$ cat src/rtl/bpfm_pkg.sv
// shared types and constants for the buffer pool frame manager
package bpfm_pkg;

    localparam int POOL_FRAMES_DEF = 16;
    localparam int PIN_BITS_DEF    = 8;
    localparam int PAGE_W          = 31;
    localparam int CFG_DATA_W      = 5;
    localparam int CFG_IDX_W       = 1;

    localparam logic [CFG_IDX_W-1:0] REG_INST_COUNT  = 1'd0;
    localparam logic [CFG_IDX_W-1:0] REG_INST_NUMBER = 1'd1;

    typedef enum logic [2:0] {
        MODE_NEW       = 3'd0,
        MODE_FETCH     = 3'd1,
        MODE_UNPIN     = 3'd2,
        MODE_DELETE    = 3'd3,
        MODE_FLUSH     = 3'd4,
        MODE_FLUSH_ALL = 3'd5
    } mode_t;

    typedef enum logic [1:0] {
        KIND_STATUS = 2'd0,
        KIND_WRITE  = 2'd1,
        KIND_READ   = 2'd2
    } kind_t;

    typedef enum logic [3:0] {
        ST_IDLE,
        ST_SCAN,
        ST_DECIDE,
        ST_VICTIM,
        ST_LRU_FIX,
        ST_APPLY,
        ST_FLUSH_ALL,
        ST_EMIT
    } state_t;

    typedef struct packed {
        logic [2:0]        mode;
        logic [PAGE_W-1:0] page_number;
        logic              mark_dirty;
    } req_t;

    typedef struct packed {
        logic [1:0]        kind;
        logic [PAGE_W-1:0] result_page;
        logic [5:0]        frame_index;
        logic              success;
        logic              last;
    } rsp_t;

endpackage

$ cat src/rtl/bpfm_if.sv
// valid/ready channel interface carrying one item
interface bpfm_if #(parameter type T = logic) ();
    logic valid;
    logic ready;
    T     data;
    modport source (output valid, output data, input ready);
    modport sink   (input valid, input data, output ready);
endinterface

$ cat src/rtl/bpfm_out_fifo.sv
// small result queue between the sequencer and the output channel
module bpfm_out_fifo #(
    parameter int DEPTH = 4
) (
    input  logic          clk,
    input  logic          rst_n,
    input  logic          push,
    input  bpfm_pkg::rsp_t push_data,
    output logic          empty_all,
    output logic          has_room,
    bpfm_if.source        res
);
    import bpfm_pkg::*;

    localparam int AW = (DEPTH > 1) ? $clog2(DEPTH) : 1;

    rsp_t             mem_reg [DEPTH];
    logic [AW-1:0]    wr_reg, wr_next, rd_reg, rd_next;
    logic [AW:0]      cnt_reg, cnt_next;
    logic             pop;

    assign pop       = res.valid && res.ready;
    assign res.valid = (cnt_reg != '0);
    assign res.data  = mem_reg[rd_reg];
    assign empty_all = (cnt_reg == '0);
    assign has_room  = (cnt_reg < (AW+1)'(DEPTH - 1));

    always_comb
    begin
        wr_next  = push ? ((wr_reg == AW'(DEPTH-1)) ? '0 : wr_reg + 1'b1) : wr_reg;
        rd_next  = pop  ? ((rd_reg == AW'(DEPTH-1)) ? '0 : rd_reg + 1'b1) : rd_reg;
        cnt_next = cnt_reg + (AW+1)'(push) - (AW+1)'(pop);
    end

    always_ff @(posedge clk or negedge rst_n)
    begin
        if (!rst_n)
        begin
            wr_reg  <= '0;
            rd_reg  <= '0;
            cnt_reg <= '0;
        end
        else
        begin
            wr_reg  <= wr_next;
            rd_reg  <= rd_next;
            cnt_reg <= cnt_next;
        end
    end

    always_ff @(posedge clk)
    begin
        if (push)
            mem_reg[wr_reg] <= push_data;
    end
endmodule

$ cat src/rtl/buffer_pool_frame_manager.sv
// buffer pool frame manager: frame metadata, free queue, lru order, page allocator
//
//  channel   dir  payload                                         handshake
//  req       in   mode, page_number, mark_dirty                   valid/ready
//  res       out  kind, result_page, frame_index, success, last   valid/ready
//  cfg       in   cfg_we, cfg_index, cfg_data                     write enable
//
// one request walks all frames once with a shared compare unit, then passes a decide
// state and an update state, then walks the frames again to renumber lru ranks (flush
// all walks them instead to queue its write-backs), then emits 1 to 3 items, one per
// cycle while the result queue has room.
// reset empties all frames and fills the free queue; a result queue holding three items
// stalls the flush walk and emission, and req ready stays low until every result has left.
module buffer_pool_frame_manager #(
    parameter int POOL_FRAMES = bpfm_pkg::POOL_FRAMES_DEF,
    parameter int PIN_BITS    = bpfm_pkg::PIN_BITS_DEF
) (
    input  logic                          clk,
    input  logic                          rst_n,
    input  logic                          cfg_we,
    input  logic [bpfm_pkg::CFG_IDX_W-1:0] cfg_index,
    input  logic [bpfm_pkg::CFG_DATA_W-1:0] cfg_data,
    bpfm_if.sink                          req,
    bpfm_if.source                        res
);
    import bpfm_pkg::*;

    localparam int FW = (POOL_FRAMES > 1) ? $clog2(POOL_FRAMES) : 1;
    localparam int CW = $clog2(POOL_FRAMES + 1);
    localparam logic [PIN_BITS-1:0] PIN_MAX = '1;

    // frame metadata
    logic [PAGE_W-1:0]   page_reg  [POOL_FRAMES];
    logic [POOL_FRAMES-1:0] valid_reg, dirty_reg;
    logic [PIN_BITS-1:0] pins_reg  [POOL_FRAMES];
    logic [CW-1:0]       age_reg   [POOL_FRAMES];
    logic [FW-1:0]       fq_reg    [POOL_FRAMES];
    logic [FW-1:0]       fhead_reg;
    logic [CW-1:0]       fcount_reg, lcount_reg;
    logic [PAGE_W-1:0]   next_page_reg;
    logic [4:0]          icount_reg;

    state_t              state_reg, state_next;
    req_t                r_reg;
    logic [FW-1:0]       idx_reg;
    logic                hit_reg, anyfree_reg;
    logic [FW-1:0]       hit_f_reg;
    logic                vic_ok_reg;
    logic [FW-1:0]       vic_reg;
    logic [CW-1:0]       rm_rank_reg;     // rank being removed during the fix walk
    logic [FW-1:0]       tgt_reg;
    logic                ok_reg;
    logic                wb_reg, rd_reg_flag;
    logic [PAGE_W-1:0]   wb_page_reg, st_page_reg;
    logic [1:0]          emit_step_reg;

    logic                push;
    rsp_t                push_data;
    logic                fifo_empty, fifo_room;
    logic                last_idx;
    logic [CW:0]         fq_sum;
    logic [FW-1:0]       fq_tail;

    assign last_idx  = (idx_reg == FW'(POOL_FRAMES-1));
    assign req.ready = (state_reg == ST_IDLE) && fifo_empty;

    // slot behind the last free frame, wrapped without a divider
    assign fq_sum  = (CW+1)'(fhead_reg) + (CW+1)'(fcount_reg);
    assign fq_tail = (fq_sum >= (CW+1)'(POOL_FRAMES)) ?
                     FW'(fq_sum - (CW+1)'(POOL_FRAMES)) : FW'(fq_sum);

    bpfm_out_fifo #(.DEPTH(4)) u_out (
        .clk       (clk),
        .rst_n     (rst_n),
        .push      (push),
        .push_data (push_data),
        .empty_all (fifo_empty),
        .has_room  (fifo_room),
        .res       (res)
    );

    // next state and result emission
    always_comb
    begin
        state_next = state_reg;
        push       = 1'b0;
        push_data  = '0;
        unique case (state_reg)
            ST_IDLE:
                if (req.valid && req.ready)
                    state_next = ST_SCAN;
            ST_SCAN:
                if (last_idx)
                    state_next = ST_DECIDE;
            ST_DECIDE:
                state_next = ST_APPLY;
            ST_VICTIM:
                state_next = ST_APPLY;
            ST_LRU_FIX:
                if (last_idx)
                    state_next = ST_EMIT;
            ST_APPLY:
                state_next = (r_reg.mode == MODE_FLUSH_ALL) ? ST_FLUSH_ALL : ST_LRU_FIX;
            ST_FLUSH_ALL:
            begin
                if (fifo_room)
                begin
                    if (valid_reg[idx_reg])
                    begin
                        push                  = 1'b1;
                        push_data.kind        = KIND_WRITE;
                        push_data.result_page = page_reg[idx_reg];
                        push_data.frame_index = 6'(idx_reg);
                    end
                    if (last_idx)
                        state_next = ST_EMIT;
                end
            end
            ST_EMIT:
            begin
                if (fifo_room)
                begin
                    push = 1'b1;
                    push_data.frame_index = 6'(tgt_reg);
                    if (emit_step_reg == 2'd0 && wb_reg)
                    begin
                        push_data.kind        = KIND_WRITE;
                        push_data.result_page = wb_page_reg;
                    end
                    else if (emit_step_reg != 2'd2 && rd_reg_flag)
                    begin
                        push_data.kind        = KIND_READ;
                        push_data.result_page = st_page_reg;
                    end
                    else
                    begin
                        push_data.kind        = KIND_STATUS;
                        push_data.result_page = st_page_reg;
                        push_data.success     = ok_reg;
                        push_data.last        = 1'b1;
                        state_next            = ST_IDLE;
                    end
                end
            end
            default:
                state_next = ST_IDLE;
        endcase
    end

    always_ff @(posedge clk or negedge rst_n)
    begin
        if (!rst_n)
            state_reg <= ST_IDLE;
        else
            state_reg <= state_next;
    end

    // datapath and frame state
    always_ff @(posedge clk or negedge rst_n)
    begin
        if (!rst_n)
        begin
            valid_reg     <= '0;
            dirty_reg     <= '0;
            fhead_reg     <= '0;
            fcount_reg    <= CW'(POOL_FRAMES);
            lcount_reg    <= '0;
            icount_reg    <= 5'd1;
            next_page_reg <= '0;
            idx_reg       <= '0;
            emit_step_reg <= '0;
            r_reg         <= '0;
            hit_reg       <= 1'b0;
            hit_f_reg     <= '0;
            anyfree_reg   <= 1'b0;
            vic_ok_reg    <= 1'b0;
            vic_reg       <= '0;
            rm_rank_reg   <= '0;
            tgt_reg       <= '0;
            ok_reg        <= 1'b0;
            wb_reg        <= 1'b0;
            rd_reg_flag   <= 1'b0;
            wb_page_reg   <= '0;
            st_page_reg   <= '0;
            for (int i = 0; i < POOL_FRAMES; i++)
            begin
                page_reg[i] <= '0;
                pins_reg[i] <= '0;
                age_reg[i]  <= '0;
                fq_reg[i]   <= FW'(i);
            end
        end
        else
        begin
            if (cfg_we)
            begin
                if (cfg_index == REG_INST_COUNT)
                    icount_reg <= cfg_data;
                else
                    next_page_reg <= PAGE_W'(cfg_data[3:0]);
            end
            unique case (state_reg)
                ST_IDLE:
                begin
                    r_reg         <= req.data;
                    idx_reg       <= '0;
                    hit_reg       <= 1'b0;
                    hit_f_reg     <= '0;
                    anyfree_reg   <= 1'b0;
                    vic_ok_reg    <= 1'b0;
                    vic_reg       <= '0;
                    wb_reg        <= 1'b0;
                    rd_reg_flag   <= 1'b0;
                    rm_rank_reg   <= '0;
                    emit_step_reg <= '0;
                end
                ST_SCAN:
                begin
                    // shared compare: one frame per cycle
                    if (!hit_reg && valid_reg[idx_reg] && page_reg[idx_reg] == r_reg.page_number)
                    begin
                        hit_reg   <= 1'b1;
                        hit_f_reg <= idx_reg;
                    end
                    if (pins_reg[idx_reg] == '0)
                        anyfree_reg <= 1'b1;
                    if (age_reg[idx_reg] == CW'(1) && !vic_ok_reg)
                    begin
                        vic_ok_reg <= 1'b1;
                        vic_reg    <= idx_reg;
                    end
                    idx_reg <= last_idx ? '0 : idx_reg + 1'b1;
                end
                ST_DECIDE:
                begin
                    // hit_f_reg stays zero on a miss, which is the frame a miss reports unless it takes a frame
                    case (r_reg.mode)
                        MODE_NEW:
                        begin
                            tgt_reg <= '0;
                            if (anyfree_reg && (fcount_reg != '0 || vic_ok_reg))
                            begin
                                ok_reg        <= 1'b1;
                                st_page_reg   <= next_page_reg;
                                next_page_reg <= next_page_reg + PAGE_W'(icount_reg);
                            end
                            else
                            begin
                                ok_reg      <= 1'b0;
                                st_page_reg <= '0;
                            end
                        end
                        MODE_FETCH:
                        begin
                            st_page_reg <= r_reg.page_number;
                            tgt_reg     <= hit_f_reg;
                            if (hit_reg)
                                ok_reg <= (pins_reg[hit_f_reg] != PIN_MAX);
                            else
                            begin
                                ok_reg      <= (fcount_reg != '0 || vic_ok_reg);
                                rd_reg_flag <= (fcount_reg != '0 || vic_ok_reg);
                            end
                        end
                        MODE_UNPIN:
                        begin
                            st_page_reg <= r_reg.page_number;
                            tgt_reg     <= hit_f_reg;
                            ok_reg      <= hit_reg && (pins_reg[hit_f_reg] != '0);
                        end
                        MODE_DELETE:
                        begin
                            st_page_reg <= r_reg.page_number;
                            tgt_reg     <= hit_f_reg;
                            ok_reg      <= !hit_reg || (pins_reg[hit_f_reg] == '0);
                        end
                        MODE_FLUSH:
                        begin
                            st_page_reg <= r_reg.page_number;
                            tgt_reg     <= hit_f_reg;
                            ok_reg      <= hit_reg;
                        end
                        MODE_FLUSH_ALL:
                        begin
                            st_page_reg <= '0;
                            tgt_reg     <= '0;
                            ok_reg      <= 1'b1;
                        end
                        default:
                        begin
                            st_page_reg <= '0;
                            tgt_reg     <= '0;
                            ok_reg      <= 1'b0;
                        end
                    endcase
                end
                ST_APPLY:
                begin
                    idx_reg <= '0;
                    if (ok_reg)
                    begin
                        case (r_reg.mode) inside
                            MODE_NEW, MODE_FETCH:
                                if (r_reg.mode == MODE_FETCH && hit_reg)
                                begin
                                    pins_reg[hit_f_reg] <= pins_reg[hit_f_reg] + 1'b1;
                                    rm_rank_reg         <= age_reg[hit_f_reg];
                                    age_reg[hit_f_reg]  <= '0;
                                    if (age_reg[hit_f_reg] != '0)
                                        lcount_reg <= lcount_reg - 1'b1;
                                end
                                else
                                begin
                                    // take a frame: free queue head, else lru victim
                                    if (fcount_reg != '0)
                                    begin
                                        tgt_reg    <= fq_reg[fhead_reg];
                                        fhead_reg  <= (fhead_reg == FW'(POOL_FRAMES-1)) ?
                                                      '0 : fhead_reg + 1'b1;
                                        fcount_reg <= fcount_reg - 1'b1;
                                        page_reg[fq_reg[fhead_reg]]  <= st_page_reg;
                                        valid_reg[fq_reg[fhead_reg]] <= 1'b1;
                                        pins_reg[fq_reg[fhead_reg]]  <= PIN_BITS'(1);
                                        dirty_reg[fq_reg[fhead_reg]] <= 1'b0;
                                        rm_rank_reg <= age_reg[fq_reg[fhead_reg]];
                                        age_reg[fq_reg[fhead_reg]] <= '0;
                                        if (age_reg[fq_reg[fhead_reg]] != '0)
                                            lcount_reg <= lcount_reg - 1'b1;
                                    end
                                    else
                                    begin
                                        tgt_reg     <= vic_reg;
                                        wb_reg      <= valid_reg[vic_reg] && dirty_reg[vic_reg];
                                        wb_page_reg <= page_reg[vic_reg];
                                        page_reg[vic_reg]  <= st_page_reg;
                                        valid_reg[vic_reg] <= 1'b1;
                                        pins_reg[vic_reg]  <= PIN_BITS'(1);
                                        dirty_reg[vic_reg] <= 1'b0;
                                        rm_rank_reg        <= CW'(1);
                                        age_reg[vic_reg]   <= '0;
                                        lcount_reg         <= lcount_reg - 1'b1;
                                    end
                                end
                            MODE_UNPIN:
                            begin
                                pins_reg[tgt_reg] <= pins_reg[tgt_reg] - 1'b1;
                                if (r_reg.mark_dirty)
                                    dirty_reg[tgt_reg] <= 1'b1;
                                if (pins_reg[tgt_reg] == PIN_BITS'(1) && age_reg[tgt_reg] == '0)
                                begin
                                    age_reg[tgt_reg] <= lcount_reg + 1'b1;
                                    lcount_reg       <= lcount_reg + 1'b1;
                                end
                            end
                            MODE_DELETE:
                                if (hit_reg)
                                begin
                                    wb_reg      <= dirty_reg[tgt_reg];
                                    wb_page_reg <= page_reg[tgt_reg];
                                    rm_rank_reg <= age_reg[tgt_reg];
                                    age_reg[tgt_reg] <= '0;
                                    if (age_reg[tgt_reg] != '0)
                                        lcount_reg <= lcount_reg - 1'b1;
                                    valid_reg[tgt_reg] <= 1'b0;
                                    dirty_reg[tgt_reg] <= 1'b0;
                                    pins_reg[tgt_reg]  <= '0;
                                    page_reg[tgt_reg]  <= '0;
                                    if (fcount_reg < CW'(POOL_FRAMES))
                                    begin
                                        fq_reg[fq_tail] <= tgt_reg;
                                        fcount_reg      <= fcount_reg + 1'b1;
                                    end
                                end
                            MODE_FLUSH:
                            begin
                                wb_reg             <= 1'b1;
                                wb_page_reg        <= r_reg.page_number;
                                dirty_reg[tgt_reg] <= 1'b0;
                            end
                            default:
                                ;
                        endcase
                    end
                end
                ST_LRU_FIX:
                begin
                    // close the gap left by a removed rank, one frame per cycle
                    if (rm_rank_reg != '0 && age_reg[idx_reg] > rm_rank_reg)
                        age_reg[idx_reg] <= age_reg[idx_reg] - 1'b1;
                    idx_reg <= last_idx ? '0 : idx_reg + 1'b1;
                end
                ST_FLUSH_ALL:
                    if (fifo_room)
                    begin
                        dirty_reg[idx_reg] <= 1'b0;
                        idx_reg <= last_idx ? '0 : idx_reg + 1'b1;
                    end
                ST_EMIT:
                    if (fifo_room)
                    begin
                        if (emit_step_reg == 2'd0 && wb_reg)
                            emit_step_reg <= 2'd1;
                        else
                            emit_step_reg <= 2'd2;
                    end
                default:
                    ;
            endcase
        end
    end

    // free count never exceeds the pool size
    a_fcount: assert property (@(posedge clk) disable iff (!rst_n)
        fcount_reg <= CW'(POOL_FRAMES)) else $error("free count overflow");

    // a taken request, accepted only when idle with all results drained, starts the scan
    a_accept: assert property (@(posedge clk) disable iff (!rst_n)
        (req.valid && req.ready) |=> (state_reg == ST_SCAN)) else $error("accept lost");

    // every status push ends the request
    a_last: assert property (@(posedge clk) disable iff (!rst_n)
        (push && push_data.last) |=> (state_reg == ST_IDLE)) else $error("status not final");

    // lru members never outnumber the frames
    a_lcount: assert property (@(posedge clk) disable iff (!rst_n)
        lcount_reg <= CW'(POOL_FRAMES)) else $error("lru count overflow");

endmodule

$ cat src/flat_wrapper.sv
// flat-port wrapper written by rule: the top's interface ports become plain ports
module buffer_pool_frame_manager_flat import bpfm_pkg::*;
#(
    parameter int POOL_FRAMES = bpfm_pkg::POOL_FRAMES_DEF,
    parameter int PIN_BITS    = bpfm_pkg::PIN_BITS_DEF
)
  (clk, rst_n, cfg_we, cfg_index, cfg_data, req_valid, req_data, req_ready, res_valid, res_data, res_ready);
  bpfm_if #(.T(req_t)) req_i ();
  bpfm_if #(.T(rsp_t)) res_i ();
  input  logic clk;
  input  logic rst_n;
  input  logic cfg_we;
  input  logic [bpfm_pkg::CFG_IDX_W-1:0] cfg_index;
  input  logic [bpfm_pkg::CFG_DATA_W-1:0] cfg_data;
  input wire logic [$bits(req_i.valid)-1:0] req_valid;
  input wire logic [$bits(req_i.data)-1:0] req_data;
  output wire logic [$bits(req_i.ready)-1:0] req_ready;
  output wire logic [$bits(res_i.valid)-1:0] res_valid;
  output wire logic [$bits(res_i.data)-1:0] res_data;
  input wire logic [$bits(res_i.ready)-1:0] res_ready;
  assign req_i.valid = req_valid;
  assign req_i.data = req_data;
  assign req_ready = req_i.ready;
  assign res_valid = res_i.valid;
  assign res_data = res_i.data;
  assign res_i.ready = res_ready;
  buffer_pool_frame_manager #(.POOL_FRAMES(POOL_FRAMES), .PIN_BITS(PIN_BITS)) u_core (.clk(clk), .rst_n(rst_n), .cfg_we(cfg_we), .cfg_index(cfg_index), .cfg_data(cfg_data), .req(req_i), .res(res_i));
endmodule
$ cat config.mk
export PLATFORM = sky130hd
export DESIGN_NAME = buffer_pool_frame_manager_flat
export DESIGN_NICKNAME = d
export VERILOG_FILES = /design/src/rtl/bpfm_pkg.sv /design/src/rtl/bpfm_if.sv /design/src/rtl/bpfm_out_fifo.sv /design/src/rtl/buffer_pool_frame_manager.sv /design/src/flat_wrapper.sv
export SDC_FILE = /design/constraint.sdc
export NUM_CORES = 2
export LEC_CHECK = 0
export BUFFER_PORTS_ARGS = -buffer_cell sky130_fd_sc_hd__buf_2
export CORE_ASPECT_RATIO = 1.25
export CORE_MARGIN = 1.5
export CORE_UTILIZATION = 50
export DETAILED_ROUTE_END_ITERATION = 8
export HOLD_SLACK_MARGIN = 0.06
export PLACE_DENSITY = 0.64
export SLEW_MARGIN = 20
export SYNTH_ARGS = -nofsm -noshare
export SYNTH_HDL_FRONTEND = slang
export SYNTH_SLANG_ARGS = --single-unit
$ cat constraint.sdc
create_clock -name clk -period 13.7 [get_ports clk]
set_input_delay 2.055 -clock clk [delete_from_list [all_inputs] [get_ports clk]]
set_output_delay 2.055 -clock clk [all_outputs]
set_load 0.02 [all_outputs]
# Word-level counts from Yosys, hierarchy flattened
# Memory sizes are Yosys's and may differ from the RTL's.
# Cells that the tools add are included.
[classes]
n_addsub = 16
order_cmp = 25
n_eq_ne = 57
n_mux = 225
bitwise_logic = 41
reduce_logical = 82
[ops]
columns = ["op", "n"]
rows = [
  ["$mux W496", 6],
  ["$bwmux W496", 2],
  ["$mux W128", 6],
  ["$mux W80", 9],
  ["$mux W31", 22],
  ["$and A496 B496 Y496", 1],
  ["$not A496 Y496", 1],
  ["$bmux W31 S4", 3],
  ["$demux W31 S4", 3],
  ["$and A80 B80 Y80", 4],
  ["$not A80 Y80", 4],
  ["$bwmux W128", 2],
  ["$mux W16", 16],
  ["$and A112 B112 Y112", 2],
  ["$not A112 Y112", 2],
  ["$mux W5", 37],
  ["$bwmux W80", 2],
  ["$pmux W80 S2", 1],
  ["$and A128 B128 Y128", 1],
  ["$demux W8 S4", 4],
  ["$not A128 Y128", 1],
  ["$demux W5 S4", 5],
  ["$bmux W8 S4", 3],
  ["$mux W4", 21],
  ["other kinds (89)", 288],
]
[word_totals]
ff_bits = 987
ramBits = 164
input_bits = 46
n_memories = 1
[memory_table]
columns = ["name", "words", "word_bits", "rd", "rd_clocked_by_memory_dff", "write_ports", "line", "source"]
rows = [
  ["u_core.u_out.mem_reg", 4, 41, 1, 0, 1, "bpfm_out_fifo.sv:17", "rsp_t mem_reg [DEPTH];"],
]

# Longest topological paths before layout
[depth]
word_depth = 16
ltp_mapped = 19
ltp_nobuf = 13

# Cells and area by module
# A second synthesis with hierarchy kept.
[hier_totals]
cells_unflattened = 5820
area_unflattened_um2 = 69009.9
[modules_own_cells]
columns = ["module", "instances", "cells_per_inst", "area_per_inst_um2", "seq_area_each_um2"]
rows = [
  ["buffer_pool_frame_manager", 1, 5565, 62606.3, 24541.0],
  ["bpfm_out_fifo", 1, 255, 6403.6, 5099.9],
]

# Least setup slack after synthesis
# No wires, ideal clock.
[synth_path]
path_kind = "register -> register"
start = "register u_core.idx_reg[1]"
end = "memory u_core.u_out.mem_reg[0][0] in the netlist's numbering, enable pin"
setup_ns = 0.440
arrival_time_ns = 4.042
required_ns = 13.260
slack_ns = 9.218
stages_incl_launch_ff = 10
n_path_buf = 4
synth_period_minus_slack_ns = 4.482
cell_sequence = "dfrtp_1 > clkbuf_1 > clkbuf_1 > buf_1 > mux4_2 > mux4_2 > and3_1 > clkbuf_1 > nor2_1 > nor2b_1"
[synth_via]
elab_chain_cells = 7
[synth_rtl]
columns = ["element", "line", "source"]
rows = [
  ["from (decl)", "buffer_pool_frame_manager.sv:45", "logic [FW-1:0] idx_reg;"],
  ["from (signal assigned)", "buffer_pool_frame_manager.sv:232", "idx_reg <= last_idx ? '0 : idx_reg + 1'b1;"],
  ["from (signal assigned)", "buffer_pool_frame_manager.sv:390", "idx_reg <= last_idx ? '0 : idx_reg + 1'b1;"],
  ["from (signal assigned)", "buffer_pool_frame_manager.sv:396", "idx_reg <= last_idx ? '0 : idx_reg + 1'b1;"],
  ["$bmux W1 S4", "buffer_pool_frame_manager.sv:108", "if (valid_reg[idx_reg])"],
  ["$mux W1 (implied by the code)", "buffer_pool_frame_manager.sv:108", ""],
  ["$mux W1", "buffer_pool_frame_manager.sv:108", ""],
  ["$mux W1", "buffer_pool_frame_manager.sv:106", "if (fifo_room)"],
  ["$pmux W1 S2", "buffer_pool_frame_manager.sv:88", "unique case (state_reg)"],
  ["$mux W1", "bpfm_out_fifo.sv:53", "if (push)"],
  ["$mux W1 (implied by the code)", "bpfm_out_fifo.sv:54", "mem_reg[wr_reg] <= push_data;"],
  ["to (decl)", "bpfm_out_fifo.sv:17", ""],
]
# No other way between the ends. The select of a mux whose other input is x is not followed.

# Final worst setup path
[layout_path]
start = "register u_core.tgt_reg[0]"
end = "register u_core.age_reg[57] in the netlist's numbering"
[layout_via]
elab_chain_cells = 13
elab_cells_between_ends = 27
[layout_rtl]
columns = ["element", "line", "source"]
rows = [
  ["from (decl)", "buffer_pool_frame_manager.sv:51", "logic [FW-1:0] tgt_reg;"],
  ["from (signal assigned)", "buffer_pool_frame_manager.sv:256", "tgt_reg <= hit_f_reg;"],
  ["from (signal assigned)", "buffer_pool_frame_manager.sv:268", "tgt_reg <= hit_f_reg;"],
  ["from (signal assigned)", "buffer_pool_frame_manager.sv:274", "tgt_reg <= hit_f_reg;"],
  ["$not A4 Y5 (implied by the code) *", "buffer_pool_frame_manager.sv:349, buffer_pool_frame_manager.sv:351, buffer_pool_frame_manager.sv:361", ""],
  ["$ge A5 B5 Y1 (implied by the code) / $lt A5 B1 Y1 (equally long branches)", "buffer_pool_frame_manager.sv:351, buffer_pool_frame_manager.sv:361", ""],
  ["$logic_and A1 B1 Y1 (implied by the code)", "buffer_pool_frame_manager.sv:351, buffer_pool_frame_manager.sv:361", ""],
  ["$mux W5 (implied by the code)", "buffer_pool_frame_manager.sv:351, buffer_pool_frame_manager.sv:361", ""],
  ["$demux W5 S4", "buffer_pool_frame_manager.sv:351, buffer_pool_frame_manager.sv:361", ""],
  ["$not A80 Y80 (no line)", "n/a", ""],
  ["$and A80 B80 Y80 (no line)", "n/a", ""],
  ["$mux W80", "buffer_pool_frame_manager.sv:356", "if (hit_reg)"],
  ["$mux W80 (3 in a row)", "buffer_pool_frame_manager.sv:302", "case (r_reg.mode) inside"],
  ["$mux W80", "buffer_pool_frame_manager.sv:300", "if (ok_reg)"],
  ["$pmux W80 S2", "buffer_pool_frame_manager.sv:202", "unique case (state_reg)"],
  ["to (signal, indexed assignment)", "buffer_pool_frame_manager.sv:351", "age_reg[tgt_reg] <= lcount_reg + 1'b1;"],
  ["to (signal, indexed assignment)", "buffer_pool_frame_manager.sv:389", "age_reg[idx_reg] <= age_reg[idx_reg] - 1'b1;"],
  ["to (decl)", "buffer_pool_frame_manager.sv:36", "logic [CW-1:0] age_reg [POOL_FRAMES];"],
]
# Mark *: on every way between the ends. The rest lies on a longest branch, timed or not. The select of a mux whose other input is x is not followed.
# A chain may end at the register's enable or synchronous reset.

==> flow_summary.ini <==
[outcome]
status = complete, no violations

[detailed_routing]
wl_um = 295000
final_antenna_net_count = 0
drt_iter0_markers = 8529
dr.pass1.iters = 7
drc = 0
wl_per_cell_um = 38.5
via_count = 59500
via_per_inst = 7.77

[power]
p_int_w = 0.00759
p_per_area_mw_per_mm2 = 177
p_clk_share_pct = 25.6
switching_share_pct = 43.5
vdd_drop_max_v = 0.000149
p_switching_w = 0.00585
seqPwrFrac_pct = 35.6
power_frac_comb_pct = 38.8
leakagePower_nw = 28.7

[clock_network]
numCtsBuffers = 118
post_cts_buffers = 0
cts_tree = built
cts_sinks = 1142
clk_latency_ns = 0.82
cts_root_buf = clkbuf_16
cts_resized = 0
postCtsHoldBufs = 0
htree_num_levels = 3
cts_buffer_depth = 3
clk_pin_slew_ns = 0.06

[synth]
synthFlopType = dfrtp_1
ys_seq_area_share_pct = 42.5
synthCells = 5892
synth_area_mm2 = 0.0692
synth_edf_count = 156
yosysWarnings = 0
ys_seq_elements = 1142
synthArstFlopShare_pct = 86.3
synth_cell_types = 90
postSynthAreaPerCell_um2 = 11.7

[die]
core_area_mm2 = 0.137
die_h_um = 419
rows = 152
start_util_pct = 50.4
fp.dieW_um = 336
ioPinCount = 89
dieArea_mm2 = 0.141

[sta]
timing.final.crit_share_pct = 41.7
hold_viol_final = 0
rsz0062_at_grt = no
setup_violations = 0
fin_crit_ns = 5.71
holdWs_ns = 0.481
clock.fmax_ghz = 0.175
clock_skew_ns = 0.0628
slew_headroom_pct = 11.1
tightest_slew_ns = 1.33
setup_tns_ns = 0
slew_viol_final = 0

[cells_and_area]
largest_reg_flops = 496
fin_util_pct = 55.2
area_growth_pct = 9.51
nFillCells = 11500
drive_gt1_share_pct = 24.3
nets = 5797

[critical_path]
start_kind = register
crit_path_end_kind = register
critPathKind = register to register
path_max_fanout = 82
cp.required_ns = 14.35
critPathArrivalTime_ns = 6.36
worst_r2r_path_depth = 11

[job]
maxCapViolCount = 0

[grt]
grt.total_usage_pct = 42.1
first_global_vias = 58300
grt_pass1_wl_um = 425000
overflow = 0
grt_max_degree = 172
antenna_found_initial = 11

[place]
gp_congestion = 1.05
hpwl_um = 188000
io_buffers = 86

[hold_path]
worstHoldPathType = register to register
hold_depth = 2
-- cells by family after synthesis --
logic type | synth area share [%]
AND/OR/NAND/NOR | 7.93
AO/OA/AOI/OAI | 19.4
flip-flops | 42.5
buffers and inverters | 3.66
other | 0.00542
adder cells (fa/ha/maj) | 0.785
XOR/XNOR | 0.846
multiplexers | 24.8
-- area by class of cell --
cell class	count	area (um^2)	area share, %
multi-input cells	4109	37700	49.7
flip-flops and latches	1142	29500	38.9
clock buffers	167	3470	4.58
well taps	1848	2310	3.05
repair buffers	275	1980	2.62
clock inverters	52	619	0.817
inverters	64	248	0.327
diodes	3	7.51	0.00991
-- worst max-delay path: stages, from the launching register on --
cell	delay, ns
dfrtp_4	0.88
buf_12	0.55
mux4_2	0.60
mux4_2	0.53
nor4_1	0.59
and3_1	0.48
a2111oi_1	0.15
a21oi_4	0.16
buf_4	0.45
and2_1	0.36
o21ai_0	0.26
a22o_1	0.30
-- worst paths after layout --
check	start	endpoint	slack, ns
worst max-delay path	u_core.tgt_reg[0]	u_core.age_reg[57]	7.99
min in group asynchronous	rst_n	u_core.age_reg[69]	1.37
worst min register to register	u_core.wb_page_reg[18]	u_core.wb_page_reg[18]	0.48
worst max register to register	u_core.tgt_reg[0]	u_core.age_reg[57]	7.99
max in group asynchronous	rst_n	u_core.next_page_reg[8]	10.04
worst min-delay path	u_core.wb_page_reg[18]	u_core.wb_page_reg[18]	0.48
-- power groups by stage --
stage	combinational (W)	clock, W	sequential [W]
4_1_cts	0.00501	0.00345	0.00472
3_3_place_gp	0.00494	0	0.00477
6_report	0.00521	0.00344	0.00478
2_1_floorplan	0.00342	0	0.00421
5_1_grt	0.00543	0.00358	0.00479
3_5_place_dp	0.00499	0	0.00478
-- synthesized netlist by cell type (8+ instances only) --
library cell	n	area share [%]
edfxtp_1	156	6.8
or3_1	10	0.090
o211ai_1	20	0.22
o21ai_0	479	3.5
a32o_1	98	1.4
ha_1	37	0.67
nor4_1	48	0.43
buf_1	104	0.56
clkbuf_1	426	2.3
o21ai_1	20	0.14
dfrtp_1	952	34
mux2i_1	61	0.88
nor2b_1	29	0.26
nand3_1	91	0.66
a221oi_1	50	0.63
o22a_1	17	0.22
mux4_2	690	22
nand2_1	648	3.5
and2_1	23	0.21
buf_2	33	0.24
nand2b_1	21	0.19
a22o_1	434	5.5
a2111oi_0	14	0.18
nor2_1	237	1.3
nor3_1	58	0.42
and3_1	26	0.24
a32oi_1	21	0.27
a22oi_1	205	2.2
nand4_1	23	0.21
xor2_1	22	0.28
a31oi_1	38	0.34
a21o_1	30	0.33
buf_6	8	0.13
xnor2_1	43	0.54
o21a_1	11	0.12
or2_2	11	0.099
o31ai_1	41	0.44
inv_1	63	0.34
mux2_2	88	1.4
a311oi_1	15	0.19
a211oi_1	25	0.27
o22ai_1	104	0.94
dfstp_2	34	1.3
a21oi_1	205	1.5
-- layout by cell type, fill, tap and decap left out, drive strengths merged, types with 29 or more instances in the layout --
cell type	n
a31oi	38
a21o	30
ha	37
nor2	237
and2	29
nand2	648
mux4	690
dfstp	34
xnor2	44
a21oi	206
clkbuf	167
nor4	48
buf	275
a32o	98
nor2b	29
nand3	91
inv	70
mux2	91
o22ai	104
o31ai	41
nor3	60
clkinv	30
a22o	434
a22oi	205
edfxtp	156
mux2i	61
o21ai	500
a221oi	50
dfrtp	952
-- per-layer routing --
metal | vias to the layer above | GRT usage [%] | wire, um
li1 | 23000 | - | -
met1 | 30200 | 49.3 | 96500
met2 | 4817 | 61.6 | 128000
met3 | 1506 | 13.1 | 36000
met4 | 14 | 39.0 | 33900
met5 | - | 0.0349 | 85
-- metrics by stage --
stage	std cells	worst slack (ns)	area (um^2)	power [W]
6_report	7660	7.99	75800	0.0134
5_1_grt	7657	7.75	75800	0.0138
4_1_cts	7655	8.09	75700	0.0132
3_5_place_dp	7436	8.14	71600	0.00977
3_3_place_gp	7435	8.20	71600	0.00971
2_1_floorplan	5893	9.22	69200	0.00763
No activity file was read; power rests on OpenSTA's default activity.
